## src/rtl/source_token_scanner_assert.svh

```systemverilog
// assertion macros for the token scanner
`ifndef SOURCE_TOKEN_SCANNER_ASSERT_SVH
`define SOURCE_TOKEN_SCANNER_ASSERT_SVH
`ifndef SYNTHESIS
`define STS_ASSERT_CLK(label, clk, rst_n, prop) \
  label: assert property (@(posedge clk) disable iff (!rst_n) prop) \
    else $error("assertion failed");
`define STS_ASSERT_RST(label, clk, rst_n, prop) \
  label: assert property (@(posedge clk) prop) else $error("assertion failed");
`else
`define STS_ASSERT_CLK(label, clk, rst_n, prop)
`define STS_ASSERT_RST(label, clk, rst_n, prop)
`endif
`endif

```

## src/rtl/sts_pkg.sv

```systemverilog
package sts_pkg;

  localparam int KeywordMaxLen = 8;
  localparam int OffsetWidth = 24;
  localparam int LineWidth = 20;
  localparam int ColWidth = 16;
  localparam int LenWidth = 16;
  localparam int KindWidth = 6;

  localparam logic [KindWidth-1:0] K_EOF = 6'd0;
  localparam logic [KindWidth-1:0] K_IDENT = 6'd1;
  localparam logic [KindWidth-1:0] K_INT = 6'd2;
  localparam logic [KindWidth-1:0] K_STRING = 6'd3;
  localparam logic [KindWidth-1:0] K_PLUS = 6'd4;
  localparam logic [KindWidth-1:0] K_MINUS = 6'd5;
  localparam logic [KindWidth-1:0] K_MINUS_RARROW = 6'd6;
  localparam logic [KindWidth-1:0] K_ASTERISK = 6'd7;
  localparam logic [KindWidth-1:0] K_SLASH = 6'd8;
  localparam logic [KindWidth-1:0] K_BACKSLASH = 6'd9;
  localparam logic [KindWidth-1:0] K_SEMICOLON = 6'd10;
  localparam logic [KindWidth-1:0] K_COLON = 6'd11;
  localparam logic [KindWidth-1:0] K_COLON_COLON = 6'd12;
  localparam logic [KindWidth-1:0] K_DOT = 6'd13;
  localparam logic [KindWidth-1:0] K_DOT_DOT = 6'd14;
  localparam logic [KindWidth-1:0] K_COMMA = 6'd15;
  localparam logic [KindWidth-1:0] K_LARROW = 6'd16;
  localparam logic [KindWidth-1:0] K_LARROW_EQ = 6'd17;
  localparam logic [KindWidth-1:0] K_RARROW = 6'd18;
  localparam logic [KindWidth-1:0] K_RARROW_EQ = 6'd19;
  localparam logic [KindWidth-1:0] K_LPAREN = 6'd20;
  localparam logic [KindWidth-1:0] K_RPAREN = 6'd21;
  localparam logic [KindWidth-1:0] K_LBRACK = 6'd22;
  localparam logic [KindWidth-1:0] K_RBRACK = 6'd23;
  localparam logic [KindWidth-1:0] K_LBRACE = 6'd24;
  localparam logic [KindWidth-1:0] K_RBRACE = 6'd25;
  localparam logic [KindWidth-1:0] K_EQ = 6'd26;
  localparam logic [KindWidth-1:0] K_EQ_EQ = 6'd27;
  localparam logic [KindWidth-1:0] K_EQ_RARROW = 6'd28;
  localparam logic [KindWidth-1:0] K_AT = 6'd29;
  localparam logic [KindWidth-1:0] K_UNKNOWN = 6'd30;
  // keyword kinds, in table order from K_LET up
  localparam logic [KindWidth-1:0] K_LET = 6'd31;
  localparam logic [KindWidth-1:0] K_MUT = 6'd32;
  localparam logic [KindWidth-1:0] K_IF = 6'd33;
  localparam logic [KindWidth-1:0] K_ELSE = 6'd34;
  localparam logic [KindWidth-1:0] K_STRUCT = 6'd35;
  localparam logic [KindWidth-1:0] K_WHILE = 6'd36;
  localparam logic [KindWidth-1:0] K_RETURN = 6'd37;
  localparam logic [KindWidth-1:0] K_BREAK = 6'd38;
  localparam logic [KindWidth-1:0] K_PUB = 6'd39;
  localparam logic [KindWidth-1:0] K_TEST = 6'd40;
  localparam logic [KindWidth-1:0] K_THEN = 6'd41;
  localparam logic [KindWidth-1:0] K_TRUE = 6'd42;
  localparam logic [KindWidth-1:0] K_CONST = 6'd43;
  localparam logic [KindWidth-1:0] K_CONTINUE = 6'd44;
  localparam logic [KindWidth-1:0] K_FUNC = 6'd45;
  localparam logic [KindWidth-1:0] K_FOR = 6'd46;
  localparam logic [KindWidth-1:0] K_FALSE = 6'd47;

  typedef enum logic [5:0] {
    M_IDLE    = 6'b000001,
    M_IDENT   = 6'b000010,
    M_INT     = 6'b000100,
    M_STRING  = 6'b001000,
    M_OPER    = 6'b010000,
    M_COMMENT = 6'b100000
  } mode_t;

  function automatic logic [KindWidth-1:0] single_op_kind(input logic [7:0] c);
    logic [KindWidth-1:0] k;
    begin
      case (c)
        "+": k = K_PLUS;       "-": k = K_MINUS;      "*": k = K_ASTERISK;
        "/": k = K_SLASH;      "\\": k = K_BACKSLASH; ";": k = K_SEMICOLON;
        ":": k = K_COLON;      ".": k = K_DOT;        ",": k = K_COMMA;
        "<": k = K_LARROW;     ">": k = K_RARROW;     "(": k = K_LPAREN;
        ")": k = K_RPAREN;     "[": k = K_LBRACK;     "]": k = K_RBRACK;
        "{": k = K_LBRACE;     "}": k = K_RBRACE;     "=": k = K_EQ;
        "@": k = K_AT;
        default: k = K_UNKNOWN;
      endcase
      return k;
    end
  endfunction

  function automatic logic [KindWidth-1:0] pair_kind(input logic [7:0] p,
                                                     input logic [7:0] c);
    logic [KindWidth-1:0] k;
    begin
      k = K_EOF;
      if (p == "-" && c == ">") k = K_MINUS_RARROW;
      if (p == ":" && c == ":") k = K_COLON_COLON;
      if (p == "." && c == ".") k = K_DOT_DOT;
      if (p == "<" && c == "=") k = K_LARROW_EQ;
      if (p == ">" && c == "=") k = K_RARROW_EQ;
      if (p == "=" && c == "=") k = K_EQ_EQ;
      if (p == "=" && c == ">") k = K_EQ_RARROW;
      return k;
    end
  endfunction

  function automatic logic is_alpha(input logic [7:0] c);
    return (c >= "A" && c <= "Z") || (c >= "a" && c <= "z") || c == "_";
  endfunction

  function automatic logic is_digit(input logic [7:0] c);
    return c >= "0" && c <= "9";
  endfunction

  function automatic logic is_pair_lead(input logic [7:0] c);
    return c == "/" || c == "-" || c == ":" || c == "." || c == "<" ||
           c == ">" || c == "=";
  endfunction

endpackage

```

## src/rtl/sts_keyword_match.sv

```systemverilog
// parallel keyword compare over the first eight identifier bytes
module sts_keyword_match (
  input  logic [8*8-1:0]                pfx,
  input  logic [sts_pkg::LenWidth-1:0]  len,
  output logic [sts_pkg::KindWidth-1:0] kind
);

  // keyword text left aligned in 64 bits
  function automatic logic hit(input logic [63:0] p, input logic [63:0] kw,
                               input int n);
    logic ok;
    begin
      ok = 1'b1;
      for (int i = 0; i < 8; i++) begin
        if (i < n && p[8*i +: 8] != kw[8*(7-i) +: 8]) ok = 1'b0;
      end
      return ok;
    end
  endfunction

  always_comb begin
    kind = sts_pkg::K_IDENT;
    case (len)
      16'd2: if (hit(pfx, {"if", 48'd0}, 2)) kind = sts_pkg::K_IF;
      16'd3: begin
        if (hit(pfx, {"let", 40'd0}, 3)) kind = sts_pkg::K_LET;
        if (hit(pfx, {"mut", 40'd0}, 3)) kind = sts_pkg::K_MUT;
        if (hit(pfx, {"pub", 40'd0}, 3)) kind = sts_pkg::K_PUB;
        if (hit(pfx, {"for", 40'd0}, 3)) kind = sts_pkg::K_FOR;
      end
      16'd4: begin
        if (hit(pfx, {"else", 32'd0}, 4)) kind = sts_pkg::K_ELSE;
        if (hit(pfx, {"test", 32'd0}, 4)) kind = sts_pkg::K_TEST;
        if (hit(pfx, {"then", 32'd0}, 4)) kind = sts_pkg::K_THEN;
        if (hit(pfx, {"true", 32'd0}, 4)) kind = sts_pkg::K_TRUE;
        if (hit(pfx, {"func", 32'd0}, 4)) kind = sts_pkg::K_FUNC;
      end
      16'd5: begin
        if (hit(pfx, {"while", 24'd0}, 5)) kind = sts_pkg::K_WHILE;
        if (hit(pfx, {"break", 24'd0}, 5)) kind = sts_pkg::K_BREAK;
        if (hit(pfx, {"const", 24'd0}, 5)) kind = sts_pkg::K_CONST;
        if (hit(pfx, {"false", 24'd0}, 5)) kind = sts_pkg::K_FALSE;
      end
      16'd6: begin
        if (hit(pfx, {"struct", 16'd0}, 6)) kind = sts_pkg::K_STRUCT;
        if (hit(pfx, {"return", 16'd0}, 6)) kind = sts_pkg::K_RETURN;
      end
      16'd8: if (hit(pfx, "continue", 8)) kind = sts_pkg::K_CONTINUE;
      default: kind = sts_pkg::K_IDENT;
    endcase
  end

endmodule

```

## src/rtl/source_token_scanner.sv

```systemverilog
// output: a token is registered onto out_ at the edge that accepts the byte that ends it
// throughput: one byte per cycle while out_ is not stalled; a byte that makes two tokens
// holds in_tready low until the first token is taken and the second leaves the holding slot
// reset: rst_n synchronous active low clears mode, position and output valid
module source_token_scanner #(
  parameter int OFFSET_WIDTH = sts_pkg::OffsetWidth,
  parameter int LINE_WIDTH   = sts_pkg::LineWidth,
  parameter int COL_WIDTH    = sts_pkg::ColWidth
) (
  input  logic        clk,
  input  logic        rst_n,
  input  logic        in_tvalid,
  output logic        in_tready,
  input  logic [7:0]  in_tdata,  // char_byte
  input  logic        in_tuser,  // end_of_input
  output logic        out_tvalid,
  input  logic        out_tready,
  // token_kind, token_offset, token_length, token_line, token_col, zero fill
  output logic [((6+OFFSET_WIDTH+16+LINE_WIDTH+COL_WIDTH+7)/8)*8-1:0] out_tdata,
  output logic        out_tlast
);
  `include "source_token_scanner_assert.svh"

  localparam int OW = OFFSET_WIDTH;
  localparam int LW = LINE_WIDTH;
  localparam int CW = COL_WIDTH;
  localparam int TW = 6 + OW + 16 + LW + CW;
  localparam int DW = ((TW + 7) / 8) * 8;
  localparam logic [15:0] KwMax = 16'(sts_pkg::KeywordMaxLen);

  typedef struct packed {
    logic [CW-1:0] col;
    logic [LW-1:0] line;
    logic [15:0]   len;
    logic [OW-1:0] off;
    logic [5:0]    kind;
  } tok_t;

  sts_pkg::mode_t mode_r, mode_nxt;
  logic [7:0]  pend_r, pend_nxt;
  logic [63:0] pfx_r, pfx_nxt;
  logic [15:0] cnt_r, cnt_nxt;
  logic [OW-1:0] soff_r, soff_nxt, pos_r, pos_nxt;
  logic [LW-1:0] sline_r, sline_nxt, line_r, line_nxt;
  logic [CW-1:0] scol_r, scol_nxt, col_r, col_nxt;

  // output register plus one holding slot for a second token
  logic   o_vld_r, o_vld_nxt, h_vld_r, h_vld_nxt;
  tok_t   o_tok_r, o_tok_nxt, h_tok_r, h_tok_nxt;
  logic   o_last_r, o_last_nxt;

  logic [5:0] kw_kind;
  sts_keyword_match u_kw (.pfx(pfx_r), .len(cnt_r), .kind(kw_kind));

  logic acc;
  assign in_tready = !h_vld_r && (!o_vld_r || out_tready);
  assign acc = in_tvalid && in_tready;

  logic [1:0] n;
  tok_t t0, t1;
  logic [7:0] c;
  logic eoi;

  function automatic tok_t mk(input logic [5:0] k, input logic [OW-1:0] o,
                              input logic [15:0] l, input logic [LW-1:0] ln,
                              input logic [CW-1:0] cl);
    tok_t t;
    begin
      t.kind = k; t.off = o; t.len = l; t.line = ln; t.col = cl;
      return t;
    end
  endfunction

  always_comb begin
    logic fresh, adv_col, adv_nl;
    logic [5:0] pk, pkind;
    tok_t tk;
    c = in_tdata;
    eoi = in_tuser || (in_tdata == 8'd0);
    mode_nxt = mode_r; pend_nxt = pend_r; pfx_nxt = pfx_r; cnt_nxt = cnt_r;
    soff_nxt = soff_r; sline_nxt = sline_r; scol_nxt = scol_r;
    pos_nxt = pos_r; line_nxt = line_r; col_nxt = col_r;
    n = 2'd0; t0 = '0; t1 = '0;
    fresh = 1'b0; adv_col = 1'b0; adv_nl = 1'b0;
    pk = sts_pkg::pair_kind(pend_r, c);
    // the pending token as a flush would emit it
    pkind = sts_pkg::K_IDENT;
    unique case (mode_r)
      sts_pkg::M_IDENT:  pkind = (cnt_r > KwMax) ? sts_pkg::K_IDENT : kw_kind;
      sts_pkg::M_INT:    pkind = sts_pkg::K_INT;
      sts_pkg::M_STRING: pkind = sts_pkg::K_STRING;
      sts_pkg::M_OPER:   pkind = sts_pkg::single_op_kind(pend_r);
      default:           pkind = sts_pkg::K_IDENT;
    endcase
    tk = mk(pkind, soff_r, (mode_r == sts_pkg::M_OPER) ? 16'd1 : cnt_r,
            sline_r, scol_r);
    if (eoi) begin
      if (mode_r != sts_pkg::M_IDLE && mode_r != sts_pkg::M_COMMENT) begin
        t0 = tk; t1 = mk(sts_pkg::K_EOF, pos_r, 16'd0, line_r, col_r);
        n = 2'd2;
      end else begin
        t0 = mk(sts_pkg::K_EOF, pos_r, 16'd0, line_r, col_r);
        n = 2'd1;
      end
      mode_nxt = sts_pkg::M_IDLE; cnt_nxt = '0;
    end else begin
      unique case (mode_r)
        sts_pkg::M_IDENT: begin
          if (sts_pkg::is_alpha(c) || sts_pkg::is_digit(c)) begin
            if (cnt_r < KwMax) pfx_nxt[8*cnt_r[2:0] +: 8] = c;
            if (cnt_r != 16'hFFFF) cnt_nxt = cnt_r + 16'd1;
            adv_col = 1'b1;
          end else begin
            t0 = tk; n = 2'd1; fresh = 1'b1;
          end
        end
        sts_pkg::M_INT: begin
          if (sts_pkg::is_digit(c)) begin
            if (cnt_r != 16'hFFFF) cnt_nxt = cnt_r + 16'd1;
            adv_col = 1'b1;
          end else begin
            t0 = tk; n = 2'd1; fresh = 1'b1;
          end
        end
        sts_pkg::M_STRING: begin
          if (c == "\"") begin
            t0 = tk; n = 2'd1; mode_nxt = sts_pkg::M_IDLE; cnt_nxt = '0;
          end else if (cnt_r != 16'hFFFF) cnt_nxt = cnt_r + 16'd1;
          adv_col = 1'b1;
        end
        sts_pkg::M_COMMENT: begin
          if (c == "\n") begin
            mode_nxt = sts_pkg::M_IDLE; adv_nl = 1'b1;
          end else adv_col = 1'b1;
        end
        sts_pkg::M_OPER: begin
          if (pend_r == "/" && c == "/") begin
            mode_nxt = sts_pkg::M_COMMENT; adv_col = 1'b1;
          end else if (pk != sts_pkg::K_EOF) begin
            t0 = mk(pk, soff_r, 16'd2, sline_r, scol_r); n = 2'd1;
            mode_nxt = sts_pkg::M_IDLE; adv_col = 1'b1;
          end else begin
            t0 = tk; n = 2'd1; fresh = 1'b1;
          end
        end
        default: fresh = 1'b1;
      endcase
      if (fresh) begin
        mode_nxt = sts_pkg::M_IDLE; cnt_nxt = '0;
        // space, tab and carriage return
        if (c == " " || c == "\t" || c == 8'h0D) adv_col = 1'b1;
        else if (c == "\n") adv_nl = 1'b1;
        else begin
          adv_col = 1'b1;
          soff_nxt = pos_r; sline_nxt = line_r; scol_nxt = col_r;
          if (sts_pkg::is_alpha(c) || sts_pkg::is_digit(c)) begin
            mode_nxt = sts_pkg::is_alpha(c) ? sts_pkg::M_IDENT : sts_pkg::M_INT;
            pfx_nxt[7:0] = c; cnt_nxt = 16'd1;
          end else if (c == "\"") begin
            // string content starts after the quote
            soff_nxt = (pos_r == '1) ? pos_r : pos_r + 1'b1;
            scol_nxt = (col_r == '1) ? col_r : col_r + 1'b1;
            mode_nxt = sts_pkg::M_STRING;
          end else if (sts_pkg::is_pair_lead(c)) begin
            mode_nxt = sts_pkg::M_OPER; pend_nxt = c;
          end else begin
            if (n == 2'd0) begin
              t0 = mk(sts_pkg::single_op_kind(c), pos_r, 16'd1, line_r, col_r);
              n = 2'd1;
            end else begin
              t1 = mk(sts_pkg::single_op_kind(c), pos_r, 16'd1, line_r, col_r);
              n = 2'd2;
            end
          end
        end
      end
      if (adv_col || adv_nl) begin
        pos_nxt = (pos_r == '1) ? pos_r : pos_r + 1'b1;
        if (adv_nl) begin
          line_nxt = (line_r == '1) ? line_r : line_r + 1'b1;
          col_nxt = '0;
        end else col_nxt = (col_r == '1) ? col_r : col_r + 1'b1;
      end
    end
  end

  always_comb begin
    o_vld_nxt = o_vld_r; o_tok_nxt = o_tok_r; o_last_nxt = o_last_r;
    h_vld_nxt = h_vld_r; h_tok_nxt = h_tok_r;
    if (o_vld_r && out_tready) begin
      o_vld_nxt = h_vld_r; o_tok_nxt = h_tok_r; o_last_nxt = 1'b1;
      h_vld_nxt = 1'b0;
    end
    if (acc && n != 2'd0) begin
      o_vld_nxt = 1'b1; o_tok_nxt = t0; o_last_nxt = (n == 2'd1);
      h_vld_nxt = (n == 2'd2); h_tok_nxt = t1;
    end
  end

  always_ff @(posedge clk) begin
    if (!rst_n) begin
      mode_r <= sts_pkg::M_IDLE; pend_r <= '0; cnt_r <= '0;
      soff_r <= '0; sline_r <= '0; scol_r <= '0;
      pos_r <= '0; line_r <= '0; col_r <= '0;
      o_vld_r <= 1'b0; h_vld_r <= 1'b0;
    end else begin
      if (acc) begin
        mode_r <= mode_nxt; pend_r <= pend_nxt; cnt_r <= cnt_nxt;
        soff_r <= soff_nxt; sline_r <= sline_nxt; scol_r <= scol_nxt;
        pos_r <= pos_nxt; line_r <= line_nxt; col_r <= col_nxt;
      end
      o_vld_r <= o_vld_nxt; h_vld_r <= h_vld_nxt;
    end
  end

  always_ff @(posedge clk) begin
    if (acc) pfx_r <= pfx_nxt;
    o_tok_r <= o_tok_nxt; h_tok_r <= h_tok_nxt; o_last_r <= o_last_nxt;
  end

  assign out_tvalid = o_vld_r;
  assign out_tlast = o_last_r;
  assign out_tdata = {{(DW-TW){1'b0}}, o_tok_r};

  `STS_ASSERT_CLK(a_hold_needs_out, clk, rst_n, h_vld_r |-> o_vld_r)
  `STS_ASSERT_CLK(a_hold_blocks_in, clk, rst_n, h_vld_r |-> !in_tready)
  `STS_ASSERT_CLK(a_hold_not_last, clk, rst_n, h_vld_r |-> !o_last_r)
  `STS_ASSERT_RST(a_reset_clears, clk, rst_n, !rst_n |=> !o_vld_r && !h_vld_r)

endmodule
```

## config.mk

```make
export PLATFORM = sky130hd
export DESIGN_NAME = source_token_scanner
export DESIGN_NICKNAME = d
export VERILOG_FILES = /design/src/rtl/sts_pkg.sv /design/src/rtl/sts_keyword_match.sv /design/src/rtl/source_token_scanner.sv
export VERILOG_INCLUDE_DIRS = /design/src /design/src/rtl
export SDC_FILE = /design/constraint.sdc
export NUM_CORES = 1
export LEC_CHECK = 0
export BUFFER_PORTS_ARGS = -buffer_cell sky130_fd_sc_hd__buf_2
export CAP_MARGIN = 20
export CORE_MARGIN = 4
export CORE_UTILIZATION = 58
export CTS_BUF_LIST = sky130_fd_sc_hd__clkbuf_2
export CTS_CLUSTER_DIAMETER = 80
export DETAILED_ROUTE_END_ITERATION = 10
export PLACE_DENSITY = 0.79
export SLEW_MARGIN = 20
export SYNTH_ARGS = -nofsm -noshare
export SYNTH_HDL_FRONTEND = slang
export SYNTH_SLANG_ARGS = --single-unit
export TNS_END_PERCENT = 1
```

## constraint.sdc

```tcl
create_clock -name clk -period 6 [get_ports clk]
set_clock_uncertainty 0.15 [all_clocks]
set_input_delay 0.6 -clock clk [delete_from_list [all_inputs] [get_ports clk]]
set_output_delay 0.6 -clock clk [all_outputs]
set_load 0.005 [all_outputs]
```

**Word-level counts from Yosys, hierarchy flattened**

Cells that the tools add are included.
W data, S select, Z words.

- Word-level logic and storage cells: 430
- Register bits: 381
- Output and inout port bits: 91
- Bits of input ports: 13

- Multiplexer cells: 221
- Shift operators: 2
- Equality and inequality tests: 116
- Bitwise gates (word level): 6
- Magnitude comparators: 8
- $add $sub $neg: 5
- Reduce and logical (&&, ||, !) cells: 48

Operators by type and width:

| operator | count |
|---|---|
| $mux W82 | 24 |
| $ne A8 B7 Y1 const B | 48 |
| $pmux W82 S4 | 1 |
| $eq A8 B6 Y1 const B | 28 |
| $pmux W5 S19 | 2 |
| $mux W16 | 11 |
| $mux W6 | 29 |
| $mux W1 | 117 |
| $eq A8 B7 Y1 const B | 13 |
| $mux W24 | 3 |
| $bwmux W64 | 1 |
| $shift A8 B34 Y64 const A | 1 |
| $shiftx A8 B34 Y64 | 1 |
| $mux W8 | 7 |
| $eq A16 B3 Y1 const B | 3 |
| $pmux W16 S3 | 1 |
| $mux W46 | 1 |
| $pmux W6 S6 | 1 |
| $neg A6 Y34 | 1 |
| $add A16 B1 Y16 const B | 2 |
| $eq A16 B2 Y1 const B | 2 |
| $mux W5 | 6 |
| $add A24 B1 Y24 const B | 1 |
| $eq A24 B24 Y1 const B | 1 |
| 44 further kinds | 101 |

**Depth between registers and ports, before layout**

- Depth in word-level cells: 26
- Gate-level depth with buffers: 14
- Gate-level depth less buffers: 10

**Cells and area by module**

A second synthesis with hierarchy kept.

- Cells, all modules: 1928
- Area, all modules: 18909.4 µm²

Modules (own cells, without submodules):

| module | times used | sequential area each (µm²) | cells an instance | area each (µm²) |
|---|---|---|---|---|
| source_token_scanner | 1 | 9439.1 | 1767 | 17800.8 |
| sts_keyword_match | 1 | 0.0 | 161 | 1108.6 |

**Worst setup path before layout**

No wires, ideal clock.

- Path kind: input port to flip-flop
- Start: in in_tdata[4]
- End: reg o_tok_r (netlist bit out_tdata[0]), enable pin
- Stages: 11
- Data required time: 5394 ps
- Path buffers: 2
- Path slack: 197 ps
- Arrival: 5197 ps
- Setup time: 456 ps
- Path through: buf_2 nor4b_1 nand2_1 o41ai_4 nor3b_2 inv_1 ha_1 nor3_1 a221oi_2 buf_2 nand2b_1

- Cells in the longest elaborated chain, start to end: 20
- Elaborated cells on any way between the ends: 75
- Those cells by class: order compare: 6; eq/ne: 13; mux: 27; reduce/logical: 29

Ends and longest elaborated chain:

| item | line | text |
|---|---|---|
| start: declaration | source_token_scanner.sv:14 | `input logic [7:0] in_tdata,` |
| $ge A8 B7 Y1 / $le A8 B7 Y1 (equally long branches) | sts_pkg.sv:103 | `return (c >= "A" && c <= "Z") \|\| (c >= "a" && c <= "z") \|\| c == "_";` |
| $logic_and A1 B1 Y1 | sts_pkg.sv:103 |  |
| $logic_or A1 B1 Y1 (2 in a row) | sts_pkg.sv:103 |  |
| $logic_or A1 B1 Y1 | source_token_scanner.sv:109, source_token_scanner.sv:156 |  |
| $mux W1 | source_token_scanner.sv:109 | `if (sts_pkg::is_alpha(c) \|\| sts_pkg::is_digit(c)) begin` |
| $pmux W1 S4 | source_token_scanner.sv:107 | `unique case (mode_r)` |
| $mux W2 | source_token_scanner.sv:97 | `if (eoi) begin` |
| $logic_not A2 Y1 | source_token_scanner.sv:167 | `if (n == 2'd0) begin` |
| (+3 left out) | n/a |  |
| $mux W2 | source_token_scanner.sv:156 | `if (sts_pkg::is_alpha(c) \|\| sts_pkg::is_digit(c)) begin` |
| $mux W2 | source_token_scanner.sv:152 | `else if (c == "\n") adv_nl = 1'b1;` |
| $mux W2 | source_token_scanner.sv:151 | `if (c == " " \|\| c == "\t" \|\| c == 8'h0D) adv_col = 1'b1;` |
| $mux W2 | source_token_scanner.sv:148 | `if (fresh) begin` |
| $mux W2 (*) | source_token_scanner.sv:97 |  |
| $reduce_bool A2 Y1 (*) | source_token_scanner.sv:194 | `if (acc && n != 2'd0) begin` |
| $logic_and A1 B1 Y1 (*) | source_token_scanner.sv:194 |  |
| $reduce_bool A2 Y1 (no line) (*) | n/a |  |
| end signal: assignment | source_token_scanner.sv:218 | `o_tok_r <= o_tok_nxt; h_tok_r <= h_tok_nxt; o_last_r <= o_last_nxt;` |
| end: declaration | source_token_scanner.sv:49 | `tok_t o_tok_r, o_tok_nxt, h_tok_r, h_tok_nxt;` |

Every way passes the cells marked *; elsewhere a longest branch is shown, timed or not. The select of a mux whose other input is x is not followed.
A chain may end at the register's enable or synchronous reset.

**Final worst setup path**

- Start: in in_tdata[4]
- End: reg o_tok_r (netlist bit out_tdata[36]), data pin

- Cells in the longest elaborated chain, start to end: 22
- Elaborated cells on any way between the ends: 89
- Those cells by class: order compare: 6; eq/ne: 13; mux: 42; reduce/logical: 28

Ends and longest elaborated chain:

| item | line | text |
|---|---|---|
| $eq A8 B6 Y1 | sts_pkg.sv:91, sts_pkg.sv:97, sts_pkg.sv:112 |  |
| $logic_and A1 B1 Y1 | sts_pkg.sv:91 | `if (p == "-" && c == ">") k = K_MINUS_RARROW;` |
| $mux W3 | sts_pkg.sv:91 |  |
| $mux W6 | sts_pkg.sv:92 | `if (p == ":" && c == ":") k = K_COLON_COLON;` |
| $mux W6 | sts_pkg.sv:93 | `if (p == "." && c == ".") k = K_DOT_DOT;` |
| $mux W6 | sts_pkg.sv:94 | `if (p == "<" && c == "=") k = K_LARROW_EQ;` |
| $mux W6 | sts_pkg.sv:95 | `if (p == ">" && c == "=") k = K_RARROW_EQ;` |
| $mux W6 | sts_pkg.sv:96 | `if (p == "=" && c == "=") k = K_EQ_EQ;` |
| (+6 left out) | n/a |  |
| $mux W82 | source_token_scanner.sv:164 | `end else if (sts_pkg::is_pair_lead(c)) begin` |
| $mux W82 | source_token_scanner.sv:159 | `end else if (c == "\"") begin` |
| $mux W82 | source_token_scanner.sv:156 |  |
| $mux W82 | source_token_scanner.sv:152 |  |
| $mux W82 | source_token_scanner.sv:151 |  |
| $mux W82 | source_token_scanner.sv:148 |  |
| $mux W82 | source_token_scanner.sv:97 |  |
| $mux W82 (*) | source_token_scanner.sv:194 |  |

Marks and branches as above.

==> metrics.md <==
| Metric | Value |
|---|---|
| Top delay family on crit path | `simple AND/OR/NAND/NOR gates` |
| Status | `complete, no violations` |
| Hold WC Path Type | `in2reg` |
| Number of global-route vias before repair | `14800` |
| Post-DP HPWL | `31700 µm` |
| Top cell type's share of synthesized area | `34.2%` |
| CP Data Required Time | `6.65 ns` |
| Flops & latches, synth | `365` |
| Top cells by count, synth | `nor2_1, edfxtp_1, nand2_1` |
| Die span in x | `187 µm` |
| Global-route wire length before repair | `77400 µm` |
| PortBufs | `97` |
| Max IR drop VDD | `0.165 mV` |
| WL/cell | `19.0 µm` |
| Root Driver | `clkbuf_2` |
| Filler cell count | `2543` |
| Slew HR | `29.7%` |
| CTS max path bufs | `3` |
| CTS tree | `built` |
| Average size of a mapped cell | `9.48 µm²` |
| Clock transition at path regs | `0.09 ns` |
| Worst r2r src | `pend_r[6]` |
| EDFF count, synth | `213` |
| Finish-stage setup viols | `0` |
| Max-Cap Viols | `0` |
| Top FF cell, synth | `edfxtp_1` |
| Crit path DAT | `5.77 ns` |
| Synth top area cells | `edfxtp_1, dfxtp_1, nor2_1` |
| Worst reg-to-reg path cell count | `11` |
| Die Area | `0.0351 mm²` |
| Synth Warn # | `0` |
| Die height | `187 µm` |
| Slowest cell on the critical path | `nor4b_1` |
| GPL Wtd Cong | `0.999` |
| Unrepaired setup endpoints after global routing | `false` |
| Gr ovfl total | `0` |
| Synth Cell Area | `0.0187 mm²` |
| Hold WS | `0.0687 ns` |
| Startpoint Class | `input port` |
| Sequential share of power | `57.3%` |
| Leak Pwr | `6.99 nW` |
| Slowest stage delay, CP | `0.68 ns` |
| Int Pwr | `3.59 mW` |
| Initial DRC Count | `1852` |
| Crit-path max FO | `202` |
| Clk sink count | `365` |
| CTS buffer count | `91` |
| Crit path capture type | `flip-flop` |
| # nets final | `2059` |
| Later-pin clock latency in the skew report | `0.97 ns` |
| Fmax | `195 MHz` |
| Final Hold Viols | `0` |
| NetSw | `1.35 mW` |
| Pre-Repair DR Iteration Count | `8` |
| Leading area contributor after synthesis | `edfxtp_1` |
| Num rows | `65` |
| CP Class | `in2reg` |
| Avg Vias per Cell | `6.28` |
| DRC viols | `0` |
| Core Region | `0.0316 mm²` |
| Routed wire length | `47800 µm` |
| Clock power share | `34.0%` |
| Post-synthesis sequential area ratio | `50.5%` |
| Initial Util | `59.1%` |
| RR Endpoint | `out_tdata[36]` |
| PD cells | `245 mW/mm²` |
| Hold Crit Depth | `2` |
| H-tree levels | `3` |
| Non-Filler Instances | `2512` |
| Gate power share | `8.7%` |
| Area Overhead vs Synth | `7.81%` |
| DP Cell Count | `2339` |
| Setup_tns | `0 ns` |
| Buf+Inv Stages, Crit Path | `4` |
| Share of synthesized flip-flops with an asynchronous set or reset | `0%` |
| Post-Syn Instances | `1971` |
| Final antenna-violating net count | `0` |
| Total GRT Usage | `26.5%` |
| Fraction of layout cells with a size suffix above 1 | `15.3%` |
| R2r setup slk | `0.92 ns` |
| I/O Pins | `104` |
| Most frequent cell after synthesis | `nor2_1` |
| Cell variety after synth | `91` |
| Worst slew pin tran | `1.05 ns` |
| Min-Delay Endpoint | `pfx_r[5]` |
| Initial antenna violation count | `2` |
| Via count | `15800` |
| Final Max Tran Viols | `0` |
| Net Sw Frac | `27.4%` |
| Hold Startpoint | `in_tdata[5]` |
| Fin crit share | `85.3%` |
| Crit-path cells | `dlygate4sd3_1 > buf_2 > nor4b_1 > nand2_1 > o41ai_4 > nor3b_2 > inv_1 > ha_1 > nor3_1 > a221oi_4 > buf_12 > and3_1 > and2_1` |
| Largest net degree at the start of global routing | `203` |
| Period minus WS final | `5.12 ns` |
==> sequential cells by signal (all words and copies together) (netlist names) <==
name	cells
sline_r	20
col_r	16
mode_r	6
pos_r	24
line_r	20
h_vld_r	1
h_tok_r	66
pfx_r	64
scol_r	16
out_tvalid	1
pend_r	8
cnt_r	16
out_tdata	82
out_tlast	1
soff_r	24
==> power by group through the flow <==
stage | sequential, mW | combinational, mW | clock (mW)
finish | 2.83 | 0.429 | 1.68
global route | 2.84 | 0.473 | 1.86
CTS | 2.83 | 0.428 | 1.71
detailed placement | 2.89 | 0.424 | 0
global placement | 2.88 | 0.409 | 0
floorplan | 2.88 | 0.266 | 0
==> cell type report <==
type	count	area [µm²]	share of cell area [%]
clock inverter	21	125	0.621
antenna	3	7.51	0.0373
clock buffer	143	716	3.55
inverter	24	91.3	0.453
sequential	365	9440	46.9
tap	402	503	2.50
multi-input combinational	1434	8550	42.4
timing repair buffer	120	711	3.53
==> routing by layer <==
metal | GRT usage, % | routed length, µm | vias up
met2 | 39.8 | 21000 | 759
met3 | 5.02 | 4050 | 116
met4 | 9.12 | 1320 | 0
li1 | - | - | 7381
met5 | 0 | 0 | -
met1 | 38.7 | 21400 | 7526
==> cell families (layout without fill, tap and decap cells) <==
group,count (synthesis),count (layout),share of synthesized area (%)
AND/OR/NAND/NOR,910,910,25.6
AO/OA/AOI/OAI,420,420,14.7
flip-flops,365,365,50.5
buffers and inverters,177,308,4.17
XOR/XNOR,75,75,3.52
multiplexers,13,13,0.757
adder cells (fa/ha/maj),10,10,0.670
other,1,9,0.0201
==> how the worst max path moves through the flow <==
stage / from / endpoint / slack (ns) / cells after the start
after floorplan: in_tdata[4] / out_tdata[0] / 0.20 / 11
after global placement: in_tdata[4] / out_tdata[43] / 0.91 / 12
after detailed placement: in_tdata[4] / out_tdata[36] / 0.72 / 12
after CTS: pend_r[6] / out_tdata[36] / 1.12 / 11
after global routing: in_tdata[4] / out_tdata[36] / 0.71 / 13
final: in_tdata[4] / out_tdata[36] / 0.88 / 13
==> cells in the final DEF (no fill, tap or decap), types with 12 or more instances in the layout <==
cell / count
nor2_1: 251
nand4bb_1: 12
a21oi_1: 156
inv_1: 22
or4_1: 16
edfxtp_1: 213
clkbuf_2: 143
dfxtp_1: 152
nand2b_1: 21
and2_1: 111
nor2b_1: 17
a211oi_1: 34
and3_1: 25
nand3_1: 58
a22oi_1: 62
nor3_1: 52
nand2_1: 173
nand4_1: 41
or3_1: 24
buf_4: 14
nand4b_1: 12
clkinv_1: 15
nor4_1: 25
xor2_1: 51
a31oi_1: 19
o21ai_0: 48
xnor2_1: 24
buf_2: 97
==> through the flow <==
stage	power [mW]	setup WS, ns	cell area [µm²]	util [%]
after floorplan	3.14	0.197	18700	-
after global placement	3.29	0.911	19200	60.8
after detailed placement	3.31	0.720	19200	60.8
after CTS	4.97	1.12	20100	63.6
after global routing	5.17	0.706	20100	63.7
final	4.94	0.880	20100	63.7
==> timing repair <==
item,CTS,global route
resized for setup,0,0
endpoints found under the setup margin,0,0
hold buffers,6,0
buffers inserted,0,0
endpoints found under the hold margin,19,0
(Power assumes the default switching activity.)
